$ cat src/kpd_pkg.sv
package kpd_pkg;

    localparam int ROWS = 4;
    localparam int COLS = 4;
    localparam int ROW_LIM = (ROWS < 4) ? ROWS : 4;
    localparam int COL_LIM = (COLS < 4) ? COLS : 4;
    localparam int MAX_EVENTS = 4;

    localparam logic [15:0] DEBOUNCE_RESET = 16'd20;
    localparam logic [2:0] ROWS_RESET = 3'd4;
    localparam logic [2:0] COLS_RESET = 3'd4;

    typedef enum logic [1:0] {
        CFG_DEBOUNCE = 2'd0,
        CFG_ROWS     = 2'd1,
        CFG_COLS     = 2'd2
    } t_cfg_addr;

    typedef enum logic [2:0] {
        PH_IDLE     = 3'b001,
        PH_DEBOUNCE = 3'b010,
        PH_SCAN     = 3'b100
    } t_phase;

    typedef enum logic [1:0] {
        EV_NONE     = 2'd0,
        EV_DOWN     = 2'd1,
        EV_UP       = 2'd2,
        EV_SPURIOUS = 2'd3
    } t_event_kind;

    typedef struct packed {
        logic [15:0] debounce_ticks;
        logic [2:0]  rows_used;
        logic [2:0]  cols_used;
    } t_cfg;

    typedef struct packed {
        logic [2:0]                  count;
        logic [MAX_EVENTS-1:0][1:0]  kinds;
        logic [MAX_EVENTS-1:0][3:0]  keys;
        logic [3:0]                  drive;
        logic [15:0]                 bounce;
        logic [15:0]                 round;
    } t_batch;

    function automatic logic [2:0] clamp_dim(input logic [2:0] v, input logic [2:0] lim);
        logic [2:0] res;
        if (v == 3'd0) begin
            res = 3'd1;
        end else if (v > lim) begin
            res = lim;
        end else begin
            res = v;
        end
        return res;
    endfunction

endpackage

$ cat src/kpd_if.sv
interface kpd_item_if;
    logic       valid;
    logic       ready;
    logic [3:0] row_levels;

    modport source (output valid, output row_levels, input ready);
    modport sink (input valid, input row_levels, output ready);
endinterface

interface kpd_result_if;
    logic        valid;
    logic        ready;
    logic [3:0]  column_drive;
    logic [1:0]  event_kind;
    logic [3:0]  key_index;
    logic [15:0] bounce_count;
    logic [15:0] round_number;
    logic        last;

    modport source (output valid, output column_drive, output event_kind, output key_index,
                    output bounce_count, output round_number, output last, input ready);
    modport sink (input valid, input column_drive, input event_kind, input key_index,
                  input bounce_count, input round_number, input last, output ready);
endinterface

interface kpd_cfg_if;
    logic        valid;
    logic        ready;
    logic [1:0]  addr;
    logic [15:0] data;

    modport source (output valid, output addr, output data, input ready);
    modport sink (input valid, input addr, input data, output ready);
endinterface

$ cat src/kpd_regs.sv
module kpd_regs (
    input  logic          i_clk,
    input  logic          i_rst_n,
    kpd_cfg_if.sink       i_cfg,
    output kpd_pkg::t_cfg o_cfg
);
    import kpd_pkg::*;

    t_cfg r_cfg;

    assign i_cfg.ready = 1'b1;
    assign o_cfg = r_cfg;

    always_ff @(posedge i_clk) begin
        if (!i_rst_n) begin
            r_cfg.debounce_ticks <= DEBOUNCE_RESET;
            r_cfg.rows_used <= ROWS_RESET;
            r_cfg.cols_used <= COLS_RESET;
        end else if (i_cfg.valid) begin
            case (i_cfg.addr)
                CFG_DEBOUNCE: r_cfg.debounce_ticks <= i_cfg.data;
                CFG_ROWS:     r_cfg.rows_used <= i_cfg.data[2:0];
                CFG_COLS:     r_cfg.cols_used <= i_cfg.data[2:0];
                default:      r_cfg <= r_cfg;
            endcase
        end
    end

endmodule

$ cat src/kpd_step.sv
module kpd_step (
    input  logic            i_clk,
    input  logic            i_rst_n,
    input  kpd_pkg::t_cfg   i_cfg,
    input  logic            i_fire,
    input  logic [3:0]      i_row_levels,
    output kpd_pkg::t_batch o_batch
);
    import kpd_pkg::*;

    t_phase      r_phase, n_phase;
    logic [3:0]  r_ref, n_ref;
    logic        r_ref_valid, n_ref_valid;
    logic [15:0] r_quiet, n_quiet;
    logic [15:0] r_bounce, n_bounce;
    logic [15:0] r_round, n_round;
    logic [1:0]  r_scan_col, n_scan_col;
    logic [15:0] r_keys, n_keys;
    logic        r_change, n_change;

    logic [2:0]  rows;
    logic [2:0]  cols;
    logic [3:0]  rmask;
    logic [3:0]  all_cols;
    logic [3:0]  sample;
    logic [15:0] need;
    logic [15:0] quiet_inc;
    logic [3:0]  base;
    logic [3:0]  key;
    logic [1:0]  sc_next;
    logic [2:0]  nev;
    logic [3:0]  drive;
    logic [MAX_EVENTS-1:0][1:0] kinds;
    logic [MAX_EVENTS-1:0][3:0] keys;

    always_comb begin
        n_phase = r_phase;
        n_ref = r_ref;
        n_ref_valid = r_ref_valid;
        n_quiet = r_quiet;
        n_bounce = r_bounce;
        n_round = r_round;
        n_scan_col = r_scan_col;
        n_keys = r_keys;
        n_change = r_change;

        rows = clamp_dim(i_cfg.rows_used, 3'(ROW_LIM));
        cols = clamp_dim(i_cfg.cols_used, 3'(COL_LIM));
        for (int r = 0; r < 4; r++) begin
            rmask[r] = 3'(r) < rows;
            all_cols[r] = 3'(r) < cols;
        end
        sample = i_row_levels & rmask;
        need = (i_cfg.debounce_ticks == 16'd0) ? 16'd1 : i_cfg.debounce_ticks;
        quiet_inc = (r_quiet != 16'hFFFF) ? r_quiet + 16'd1 : r_quiet;
        base = 4'(r_scan_col) * 4'(rows);
        key = base;
        sc_next = r_scan_col;
        nev = 3'd0;
        drive = all_cols;
        for (int i = 0; i < MAX_EVENTS; i++) begin
            kinds[i] = EV_NONE;
            keys[i] = 4'd0;
        end

        case (r_phase)
            PH_SCAN: begin
                if ({1'b0, r_scan_col} < cols) begin
                    for (int r = 0; r < 4; r++) begin
                        key = base + 4'(r);
                        if (3'(r) < rows && sample[r] != r_keys[key]) begin
                            kinds[nev[1:0]] = sample[r] ? EV_DOWN : EV_UP;
                            keys[nev[1:0]] = key;
                            nev = nev + 3'd1;
                            n_keys[key] = ~r_keys[key];
                            n_change = 1'b1;
                        end
                    end
                    sc_next = r_scan_col + 2'd1;
                end
                n_scan_col = sc_next;
                if (sc_next != 2'd0 && {1'b0, sc_next} < cols) begin
                    drive = 4'b0001 << sc_next;
                end else begin
                    if (!n_change) begin
                        kinds[0] = EV_SPURIOUS;
                        nev = 3'd1;
                    end
                    n_phase = PH_IDLE;
                    n_scan_col = 2'd0;
                    n_change = 1'b0;
                end
            end
            PH_DEBOUNCE: begin
                if (sample != r_ref) begin
                    n_ref = sample;
                    n_quiet = 16'd0;
                    if (r_bounce != 16'hFFFF) begin
                        n_bounce = r_bounce + 16'd1;
                    end
                end else begin
                    n_quiet = quiet_inc;
                    if (quiet_inc >= need) begin
                        n_round = r_round + 16'd1;
                        n_phase = PH_SCAN;
                        n_scan_col = 2'd0;
                        n_change = 1'b0;
                        n_quiet = 16'd0;
                        drive = 4'b0001;
                    end
                end
            end
            default: begin
                if (!r_ref_valid) begin
                    n_ref = sample;
                    n_ref_valid = 1'b1;
                end else if (sample != r_ref) begin
                    n_ref = sample;
                    n_phase = PH_DEBOUNCE;
                    n_quiet = 16'd0;
                    n_bounce = 16'd0;
                end
            end
        endcase

        o_batch.count = (nev == 3'd0) ? 3'd1 : nev;
        o_batch.kinds = kinds;
        o_batch.keys = keys;
        o_batch.drive = drive;
        o_batch.bounce = n_bounce;
        o_batch.round = n_round;
    end

    always_ff @(posedge i_clk) begin
        if (!i_rst_n) begin
            r_phase <= PH_IDLE;
            r_ref <= 4'd0;
            r_ref_valid <= 1'b0;
            r_quiet <= 16'd0;
            r_bounce <= 16'd0;
            r_round <= 16'd0;
            r_scan_col <= 2'd0;
            r_keys <= 16'd0;
            r_change <= 1'b0;
        end else if (i_fire) begin
            r_phase <= n_phase;
            r_ref <= n_ref;
            r_ref_valid <= n_ref_valid;
            r_quiet <= n_quiet;
            r_bounce <= n_bounce;
            r_round <= n_round;
            r_scan_col <= n_scan_col;
            r_keys <= n_keys;
            r_change <= n_change;
        end
    end

endmodule

$ cat src/kpd_outq.sv
module kpd_outq (
    input  logic            i_clk,
    input  logic            i_rst_n,
    input  logic            i_load,
    input  kpd_pkg::t_batch i_batch,
    output logic            o_can_load,
    kpd_result_if.source    o_result
);
    import kpd_pkg::*;

    logic                       r_valid;
    logic [2:0]                 r_left;
    logic [MAX_EVENTS-1:0][1:0] r_kinds;
    logic [MAX_EVENTS-1:0][3:0] r_keys;
    logic [3:0]                 r_drive;
    logic [15:0]                r_bounce;
    logic [15:0]                r_round;
    logic                       xfer;
    logic                       is_last;

    assign is_last = r_left == 3'd1;
    assign xfer = r_valid && o_result.ready;
    assign o_can_load = !r_valid || (xfer && is_last);

    assign o_result.valid = r_valid;
    assign o_result.column_drive = r_drive;
    assign o_result.event_kind = r_kinds[0];
    assign o_result.key_index = r_keys[0];
    assign o_result.bounce_count = r_bounce;
    assign o_result.round_number = r_round;
    assign o_result.last = is_last;

    always_ff @(posedge i_clk) begin
        if (!i_rst_n) begin
            r_valid <= 1'b0;
            r_left <= 3'd0;
        end else if (i_load) begin
            r_valid <= 1'b1;
            r_left <= i_batch.count;
        end else if (xfer) begin
            r_valid <= !is_last;
            r_left <= r_left - 3'd1;
        end
    end

    always_ff @(posedge i_clk) begin
        if (i_load) begin
            r_kinds <= i_batch.kinds;
            r_keys <= i_batch.keys;
            r_drive <= i_batch.drive;
            r_bounce <= i_batch.bounce;
            r_round <= i_batch.round;
        end else if (xfer) begin
            r_kinds <= {2'b00, r_kinds[MAX_EVENTS-1:1]};
            r_keys <= {4'b0000, r_keys[MAX_EVENTS-1:1]};
        end
    end

endmodule

$ cat src/matrix_keypad_debounce_scanner_unit.sv
// Channel   Dir  Payload                                              Transfer
// i_item    in   row_levels                                           valid && ready
// o_result  out  column_drive event_kind key_index bounce_count       valid && ready
//                round_number last
// i_cfg     in   addr data (0 debounce_ticks, 1 rows_used, 2 cols_used) valid (ready high)
//
// A tick is evaluated in the cycle it is accepted and its results appear from the
// next cycle on, one result per cycle while o_result is ready, through the output register.
// A tick causing n results (1 to 4) holds the output until all n have transferred; the next
// tick is accepted in the cycle the final result transfers.
// Synchronous active-low reset restores register defaults and clears all state but the output payload registers.
// A stalled result keeps the next tick waiting; configuration writes never stall.
module matrix_keypad_debounce_scanner_unit (
    input logic       i_clk,
    input logic       i_rst_n,
    kpd_item_if.sink  i_item,
    kpd_result_if.source o_result,
    kpd_cfg_if.sink   i_cfg
);
    import kpd_pkg::*;

    t_cfg   cfg;
    t_batch batch;
    logic   can_load;
    logic   fire;

    assign i_item.ready = can_load;
    assign fire = i_item.valid && can_load;

    kpd_regs u_regs (
        .i_clk   (i_clk),
        .i_rst_n (i_rst_n),
        .i_cfg   (i_cfg),
        .o_cfg   (cfg)
    );

    kpd_step u_step (
        .i_clk        (i_clk),
        .i_rst_n      (i_rst_n),
        .i_cfg        (cfg),
        .i_fire       (fire),
        .i_row_levels (i_item.row_levels),
        .o_batch      (batch)
    );

    kpd_outq u_outq (
        .i_clk      (i_clk),
        .i_rst_n    (i_rst_n),
        .i_load     (fire),
        .i_batch    (batch),
        .o_can_load (can_load),
        .o_result   (o_result)
    );

    a_tick_yields_result: assert property (@(posedge i_clk) disable iff (!i_rst_n)
        fire |=> o_result.valid)
        else $error("accepted tick produced no result");

    a_ready_only_at_last: assert property (@(posedge i_clk) disable iff (!i_rst_n)
        i_item.ready |-> (!o_result.valid || o_result.last))
        else $error("tick accepted while earlier results are pending");

    a_lone_kinds_are_last: assert property (@(posedge i_clk) disable iff (!i_rst_n)
        (o_result.valid && (o_result.event_kind == EV_NONE ||
                            o_result.event_kind == EV_SPURIOUS))
        |-> (o_result.last && o_result.key_index == 4'd0))
        else $error("none or spurious result not alone");

    a_non_last_is_key_event: assert property (@(posedge i_clk) disable iff (!i_rst_n)
        (o_result.valid && !o_result.last)
        |-> (o_result.event_kind == EV_DOWN || o_result.event_kind == EV_UP))
        else $error("non-final result is not a key event");

endmodule

$ cat src/flat_wrapper.sv
// flat-port wrapper written by rule: the top's interface ports become plain ports
module matrix_keypad_debounce_scanner_unit_flat import kpd_pkg::*;
  (i_clk, i_rst_n, i_item_valid, i_item_row_levels, i_item_ready, o_result_valid, o_result_column_drive, o_result_event_kind, o_result_key_index, o_result_bounce_count, o_result_round_number, o_result_last, o_result_ready, i_cfg_valid, i_cfg_addr, i_cfg_data, i_cfg_ready);
  kpd_item_if i_item_i ();
  kpd_result_if o_result_i ();
  kpd_cfg_if i_cfg_i ();
  input logic i_clk;
  input logic i_rst_n;
  input wire logic [$bits(i_item_i.valid)-1:0] i_item_valid;
  input wire logic [$bits(i_item_i.row_levels)-1:0] i_item_row_levels;
  output wire logic [$bits(i_item_i.ready)-1:0] i_item_ready;
  output wire logic [$bits(o_result_i.valid)-1:0] o_result_valid;
  output wire logic [$bits(o_result_i.column_drive)-1:0] o_result_column_drive;
  output wire logic [$bits(o_result_i.event_kind)-1:0] o_result_event_kind;
  output wire logic [$bits(o_result_i.key_index)-1:0] o_result_key_index;
  output wire logic [$bits(o_result_i.bounce_count)-1:0] o_result_bounce_count;
  output wire logic [$bits(o_result_i.round_number)-1:0] o_result_round_number;
  output wire logic [$bits(o_result_i.last)-1:0] o_result_last;
  input wire logic [$bits(o_result_i.ready)-1:0] o_result_ready;
  input wire logic [$bits(i_cfg_i.valid)-1:0] i_cfg_valid;
  input wire logic [$bits(i_cfg_i.addr)-1:0] i_cfg_addr;
  input wire logic [$bits(i_cfg_i.data)-1:0] i_cfg_data;
  output wire logic [$bits(i_cfg_i.ready)-1:0] i_cfg_ready;
  assign i_item_i.valid = i_item_valid;
  assign i_item_i.row_levels = i_item_row_levels;
  assign i_item_ready = i_item_i.ready;
  assign o_result_valid = o_result_i.valid;
  assign o_result_column_drive = o_result_i.column_drive;
  assign o_result_event_kind = o_result_i.event_kind;
  assign o_result_key_index = o_result_i.key_index;
  assign o_result_bounce_count = o_result_i.bounce_count;
  assign o_result_round_number = o_result_i.round_number;
  assign o_result_last = o_result_i.last;
  assign o_result_i.ready = o_result_ready;
  assign i_cfg_i.valid = i_cfg_valid;
  assign i_cfg_i.addr = i_cfg_addr;
  assign i_cfg_i.data = i_cfg_data;
  assign i_cfg_ready = i_cfg_i.ready;
  matrix_keypad_debounce_scanner_unit u_core (.i_clk(i_clk), .i_rst_n(i_rst_n), .i_item(i_item_i), .o_result(o_result_i), .i_cfg(i_cfg_i));
endmodule
$ cat config.mk
export PLATFORM = sky130hd
export DESIGN_NAME = matrix_keypad_debounce_scanner_unit_flat
export DESIGN_NICKNAME = d
export VERILOG_FILES = /design/src/kpd_pkg.sv /design/src/kpd_if.sv /design/src/kpd_regs.sv /design/src/kpd_step.sv /design/src/kpd_outq.sv /design/src/matrix_keypad_debounce_scanner_unit.sv /design/src/flat_wrapper.sv
export SDC_FILE = /design/constraint.sdc
export NUM_CORES = 1
export LEC_CHECK = 0
export BUFFER_PORTS_ARGS = -buffer_cell sky130_fd_sc_hd__buf_2
export CAP_MARGIN = 20
export CORE_MARGIN = 2
export CORE_UTILIZATION = 56
export DETAILED_ROUTE_END_ITERATION = 8
export PLACE_DENSITY = 0.78
export SKIP_LAST_GASP = 1
export SLEW_MARGIN = 20
export SYNTH_ARGS = -nofsm -noshare
export SYNTH_HDL_FRONTEND = slang
export SYNTH_SLANG_ARGS = --single-unit
$ cat constraint.sdc
create_clock -name i_clk -period 5 [get_ports i_clk]
set_input_delay 0.25 -clock i_clk [delete_from_list [all_inputs] [get_ports i_clk]]
set_output_delay 0.25 -clock i_clk [all_outputs]
set_load 0.01 [all_outputs]
# Word-level counts from Yosys, hierarchy flattened
# Cells that the tools add are included.
dict set report classes {
  addsub 11
  multipliers 1
  div_mod_pow 0
  order_cmp 27
  eq_ne 15
  n_shift 1
  n_mux 149
  bitwise_logic 7
  n_reduce_logical 40
}
# operator n
set ops {}
lappend ops {{$mux 16} 34}
lappend ops {{$bwmux 16} 7}
lappend ops {{$mux 8} 11}
lappend ops {{$mux 3} 25}
lappend ops {{$pmux 16 s2} 2}
lappend ops {{$add 16x1->16 const B} 3}
lappend ops {{$mux 4} 11}
lappend ops {{$mux 2} 17}
lappend ops {{$ne 16x16->1 const B} 2}
lappend ops {{$bwmux 8} 3}
lappend ops {{$demux 4 s2} 3}
lappend ops {{$lt 4x5->1 const B} 4}
lappend ops {{$mux 1} 20}
lappend ops {{$bmux 1 s4} 4}
lappend ops {{$demux 1 s4} 4}
lappend ops {{$ge 16x16->1} 1}
lappend ops {{$ge 4x1->1 const B} 4}
lappend ops {{$logic_not 16->1} 1}
lappend ops {{$pmux 4 s2} 2}
lappend ops {{$logic_and 1x1->1} 15}
lappend ops {{$demux 2 s2} 3}
lappend ops {{$lt 1x3->1 const A} 4}
lappend ops {{$lt 2x3->1 const A} 4}
lappend ops {{$reduce_and 2->1} 5}
lappend ops {{other kinds (34)} 62}
dict set report totals {
  ff_bits 161
  latch_bits 0
  ramBits 0
  rom_bits 0
  in_bits 27
  word_cells 276
  n_memories 0
}

# Longest topological paths before layout
dict set report logic_depth {
  word_depth 30
  ltp_mapped 26
  mapped_depth_nobuf 21
}

# By module
# A second synthesis with hierarchy kept.
dict set report hier_totals {
  cells_unflattened 1314
  area_unflattened_um2 11088.1
}
# module n_inst cells_each area_each_um2 seq_area_each_um2
set by_module_without_submodules {}
lappend by_module_without_submodules {kpd_step 1 1101 7837.5 1501.4}
lappend by_module_without_submodules {kpd_outq 1 119 2336.0 1881.8}
lappend by_module_without_submodules {kpd_regs 1 93 908.4 440.4}
lappend by_module_without_submodules {matrix_keypad_debounce_scanner_unit 1 1 6.3 0.0}

# Worst setup path before layout
# OpenSTA, ideal clock, no wires.
dict set report synth_timing {
  path_type {reg-to-reg}
  from {register u_core.u_regs.r_cfg (netlist bit u_core.u_regs.o_cfg[5])}
  to {register u_core.u_outq.r_kinds (netlist bit u_core.u_outq.o_result.event_kind[1]) (data pin)}
  arrival_time_ns 4.910
  path_slack_ns -0.170
  path_stages_with_launch 27
  path_buffers 5
  cell_sequence {dfxtp_1 buf_2 and2b_4 nand2_8 buf_8 nor3_1 fa_1 clkbuf_1 inv_2 nor3_1 a21oi_1 o22ai_1 or4_1 buf_2 nand2b_4 inv_2 buf_6 ha_1 nand3_1 a21oi_1 nor2_2 o21ai_0 ha_1 inv_1 o21ai_0 o211ai_2 a221o_1}
}
dict set report synth_via {
  elab_chain_cells 30
}
# item line
set synth_lines {}
lappend synth_lines {{start: declaration} kpd_regs.sv:9} ;# t_cfg r_cfg;
lappend synth_lines {{start signal: assignment} kpd_regs.sv:24} ;# default: r_cfg <= r_cfg;
lappend synth_lines {{$gt 3x3->1} kpd_pkg.sv:51} ;# end else if (v > lim) begin
lappend synth_lines {{$mux 3} kpd_pkg.sv:51}
lappend synth_lines {{$mux 3 (*)} kpd_pkg.sv:49} ;# if (v == 3'd0) begin
lappend synth_lines {{$mul 2x3->4} kpd_step.sv:56} ;# base = 4'(r_scan_col) * 4'(rows);
lappend synth_lines {{$bmux 1 s4} kpd_step.sv:71} ;# if (3'(r) < rows && sample[r] != r_keys[key]) begin
lappend synth_lines {{$mux 1 (implied by the code)} kpd_step.sv:71}
lappend synth_lines {{$ne 1x1->1} kpd_step.sv:71}
lappend synth_lines {{$logic_and 1x1->1} kpd_step.sv:71}
lappend synth_lines {{[... 14 more ...]} --}
lappend synth_lines {{$demux 2 s2 / $mux 8 (equally long branches)} {kpd_step.sv:72, kpd_step.sv:66}}
lappend synth_lines {{$bwmux 8} kpd_step.sv:72} ;# kinds[nev[1:0]] = sample[r] ? EV_DOWN : EV_UP;
lappend synth_lines {{$mux 8} kpd_step.sv:71}
lappend synth_lines {{$mux 8} kpd_step.sv:68} ;# if ({1'b0, r_scan_col} < cols) begin
lappend synth_lines {{$mux 2} kpd_step.sv:85} ;# if (!n_change) begin
lappend synth_lines {{$mux 2 (*)} kpd_step.sv:82} ;# if (sc_next != 2'd0 && {1'b0, sc_next} < cols) begin
lappend synth_lines {{$mux 8 (*)} kpd_step.sv:66} ;# case (r_phase)
lappend synth_lines {{$mux 8 (*)} kpd_outq.sv:47} ;# if (i_load) begin
lappend synth_lines {{end signal: assignment} kpd_outq.sv:48} ;# r_kinds <= i_batch.kinds;
lappend synth_lines {{end signal: assignment} kpd_outq.sv:54} ;# r_kinds <= {2'b00, r_kinds[MAX_EVENTS-1:1]};
lappend synth_lines {{end: declaration} kpd_outq.sv:13} ;# logic [MAX_EVENTS-1:0][1:0] r_kinds;
# Mark *: on every way between the ends. The rest lies on a longest branch, timed or not. The select of a mux whose other input is x is not followed.
# A chain may end at the register's enable or synchronous reset.

# Final worst setup path
dict set report layout_timing {
  from {register u_core.u_step.r_quiet[5]}
  to {register u_core.u_step.r_round[9]}
}
dict set report layout_via {
  elab_chain_cells 6
}
# item line
set layout_lines {}
lappend layout_lines {{start: declaration} kpd_step.sv:14} ;# logic [15:0] r_quiet, n_quiet;
lappend layout_lines {{start signal: assignment} kpd_step.sv:149} ;# r_quiet <= n_quiet;
lappend layout_lines {{$add 16x1->16 / $ne 16x16->1 (equally long branches)} kpd_step.sv:55} ;# quiet_inc = (r_quiet != 16'hFFFF) ? r_quiet + 16'd1 : r_quiet;
lappend layout_lines {{$mux 16 (*)} kpd_step.sv:55}
lappend layout_lines {{$ge 16x16->1 (*)} kpd_step.sv:103} ;# if (quiet_inc >= need) begin
lappend layout_lines {{$mux 16 (*)} kpd_step.sv:103}
lappend layout_lines {{$mux 16 (*)} kpd_step.sv:95} ;# if (sample != r_ref) begin
lappend layout_lines {{$mux 16 (*)} kpd_step.sv:66}
lappend layout_lines {{end signal: assignment} kpd_step.sv:151} ;# r_round <= n_round;
lappend layout_lines {{end: declaration} kpd_step.sv:16} ;# logic [15:0] r_round, n_round;
# Mark *: on every way between the ends. The rest lies on a longest branch, timed or not.

==> metrics.txt <==
die area=approximately 20000 um2; GRT overflow=0; number of H-tree levels=4; Worst-path clk slew=roughly 0.07 ns; fin nets=around 1400; DP Worst Slack=between 0.07 and 0.08 ns; CTS Sinks=around 160; global-route usage over all layers=between 20 and 30%; worst vdd ir=roughly 0.23 mV; Metal-1 WL=13.8 mm; Num CTS Buffers=17; Yosys top cell by area=dfxtp_1; Syn Area/Cell=8.42 um2; largest net degree at the start of global routing=60; FILL cells=~1600; most area-consuming cells after synthesis=dfxtp_1 (19%), edfxtp_1 (17%), nand2_1 (5.4%); Worst-Skew Late Latency=approximately 0.43 ns; WS Path Type=register to register; wire per inst=18.6 um; Final Hold Fails=0; Lkg Pwr=4.70 nW; DP HPWL=21.1 mm; root buf cell=clkbuf_16; Via density=~6.4; WP data required=roughly 5.4 ns; Yosys cell types=96; via count=just over 10000; FP Rows=50; # diodes=0; post-route clock skew=between 0.009 and 0.01 ns; Die Ht=around 140 um; Worst Path Max Fanout=11; Max-Cap Viols=0; WL met2=13.2 mm; crit-path cells=and3_1 -> and3_1 -> nand3_1 -> nor4_1 -> buf_4 -> nand2b_1 -> nand4_1 -> o21a_1 -> or2_2 -> ha_1 -> a21o_1 -> a21o_1 -> a21oi_1 -> a21oi_1 -> nand2b_1 -> nor2b_2 -> nand3_2 -> or4_1 -> a21boi_0; status=completed; Top FF cell, synth=dfxtp_1; layout cells sized above 1=16.5%; fin crit share=95.2%; sequential-to-total area share from yosys stat=about 35%; met3 WL=roughly 2.2 mm; Top delay family on crit path=simple AND/OR/NAND/NOR gates; total wire length=~30 mm; register bit total from synthesis=between 150 and 200; Crit path depth=19; Area Overhead vs Synth=13.0%; IO Port Bufs=just over 70; pwr dens=255 nW/um2; final worst slack=~0.24 ns; synth cell count leaders=nand2_1 (154), dfxtp_1 (101), o21ai_0 (86); Ys Warns=0; Yosys top cell area share=a little under a fifth; Final setup viols=0; Syn Std Cell Area=10800 um2; Final Core Density=64.8%; drt drc=0; Max Clk Rate=~210 MHz; Slew @ Worst Pin=roughly 1.2 ns; worst rel slew slack=~23%; syn nets=1339; # IOs=73; CTS tree=yes; slowest cell delay on critical path=a little under 0.5 ns; initial drt markers=1228; first-pass GRT wire length=48.2 mm; Tightest Hold Check Type=input pin to register; Routed Antenna Nets=0; most frequent cell after synthesis=nand2_1; Mapped Cells=~1300; unrepaired setup endpoints after global routing=yes; initial antenna violation count=0; DR top layer=met4; fraction of registers with async set/reset=0%; core box area=about 19000 um2; reg2reg path depth=19; Crit-path slowest cell=or4_1; vias in the first global route=about 9200; Max clock buf depth=2; Hold Path Depth=3; CP Launch Type=register; TritonRoute pass-1 iters=5; min Tclk post-route=around 4.8 ns; Post-synth EDFFs=60; data arrival time of the critical path=between 5 and 6 ns; Final Wtd Congestion=between 0.9 and 1; die width=~140 um; Fin Hold WS=between 0.05 and 0.06 ns; Slew Viols, Final=0; Crit. End Element=register; Initial Util=57.3%; WP buf/inv=1
## path summary, 6_finish.rpt
path	start	end	slack, ns
setup / recovery	u_core.u_step.r_quiet[5]	u_core.u_step.r_round[9]	0.24
hold / removal	i_cfg_data[4]	u_core.u_regs.o_cfg[10]	0.05
setup reg to reg	u_core.u_step.r_quiet[5]	u_core.u_step.r_round[9]	0.24
hold reg to reg	u_core.u_step.r_ref_valid	u_core.u_step.r_ref_valid	0.47
## through the flow
step	power [mW]	area, um2	setup TNS, ns	instances
after global routing	3.22	12200	-0.297	1617
after global placement	1.80	11500	0	1582
final	3.11	12200	0	1617
after detailed placement	1.81	11500	0	1582
after floorplan	1.70	10800	0	1282
after CTS	3.13	12100	0	1614
## flip-flops by register name, indices dropped and copies added (netlist names)
signal / flops
u_core.u_step.r_phase: 3
u_core.u_outq.r_keys: 12
u_core.u_outq.r_left: 3
u_core.u_regs.o_cfg: 22
u_core.u_outq.o_result.key_index: 4
u_core.u_outq.o_result.event_kind: 2
u_core.u_outq.o_result.valid: 1
u_core.u_step.r_round: 16
u_core.u_outq.o_result.round_number: 16
u_core.u_outq.o_result.column_drive: 4
u_core.u_step.r_scan_col: 2
u_core.u_step.r_quiet: 16
u_core.u_step.r_ref_valid: 1
u_core.u_outq.r_kinds: 6
u_core.u_step.r_ref: 4
u_core.u_step.r_keys: 16
u_core.u_step.r_bounce: 16
u_core.u_step.r_change: 1
u_core.u_outq.o_result.bounce_count: 16
## logic make-up after synthesis
family	share of synthesized area (%)
flops	35.4
compound gates	26.7
other cells	0.0347
xor+xnor	3.20
simple gates	21.6
fa+ha+maj	3.65
buf+inv	5.29
mux	4.09
## power breakdown
group | switching, mW | total, mW | internal [mW]
Clock | 0.615 | 1.33 | 0.713
Combinational | 0.214 | 0.338 | 0.124
Sequential | 0.0271 | 1.45 | 1.42
Total | 0.856 | 3.11 | 2.26
## placed cells by master (no fill, tap or decap), drive strengths merged, types with 19 or more instances in the layout
master  instances
xnor2          21
o211ai         23
dfxtp         101
nand3          57
a22oi          24
and2           20
a21oi          64
nor3           23
o21ai          97
nor2b          30
mux2i          34
nand2         156
buf           132
a21boi         32
edfxtp         60
nand2b         20
and3           19
nand4          20
inv            49
a31oi          25
ha             29
nor2           69
## worst reg2reg max path, delay by kind of cell (launching register included)
family / cells / cell delay [ns]
buffers and inverters: 1 / 0.15
AOI/OAI and AO/OA: 6 / 1.10
and+or+nand+nor: 11 / 2.80
adders and majority gates: 1 / 0.33
DFF: 1 / 0.33
## routing by layer
| metal | up-vias | GRT usage (%) |
|---|---|---|
| met5 | - | 0 |
| met4 | 0 | 9.02 |
| met3 | 77 | 5.06 |
| met2 | 465 | 45.7 |
| met1 | 4883 | 42.7 |
| li1 | 4918 | - |
## timing repair
action	CTS	global route
hold buffers	0	0
setup endpoints to repair	3	39
pin swaps	0	1
buffers inserted	0	2
resized for setup	1	8
## layout make-up
type	instances	area (um2)	area share (%)
Sequential cell	161	3820	31.4
Inverter	42	165	1.35
Clock inverter	15	171	1.41
Clock buffer	17	425	3.49
Multi-Input combinational cell	990	6470	53.1
Timing Repair Buffer	132	813	6.67
Tap cell	260	325	2.67
Note: power is estimated with default switching activity, not from simulation.
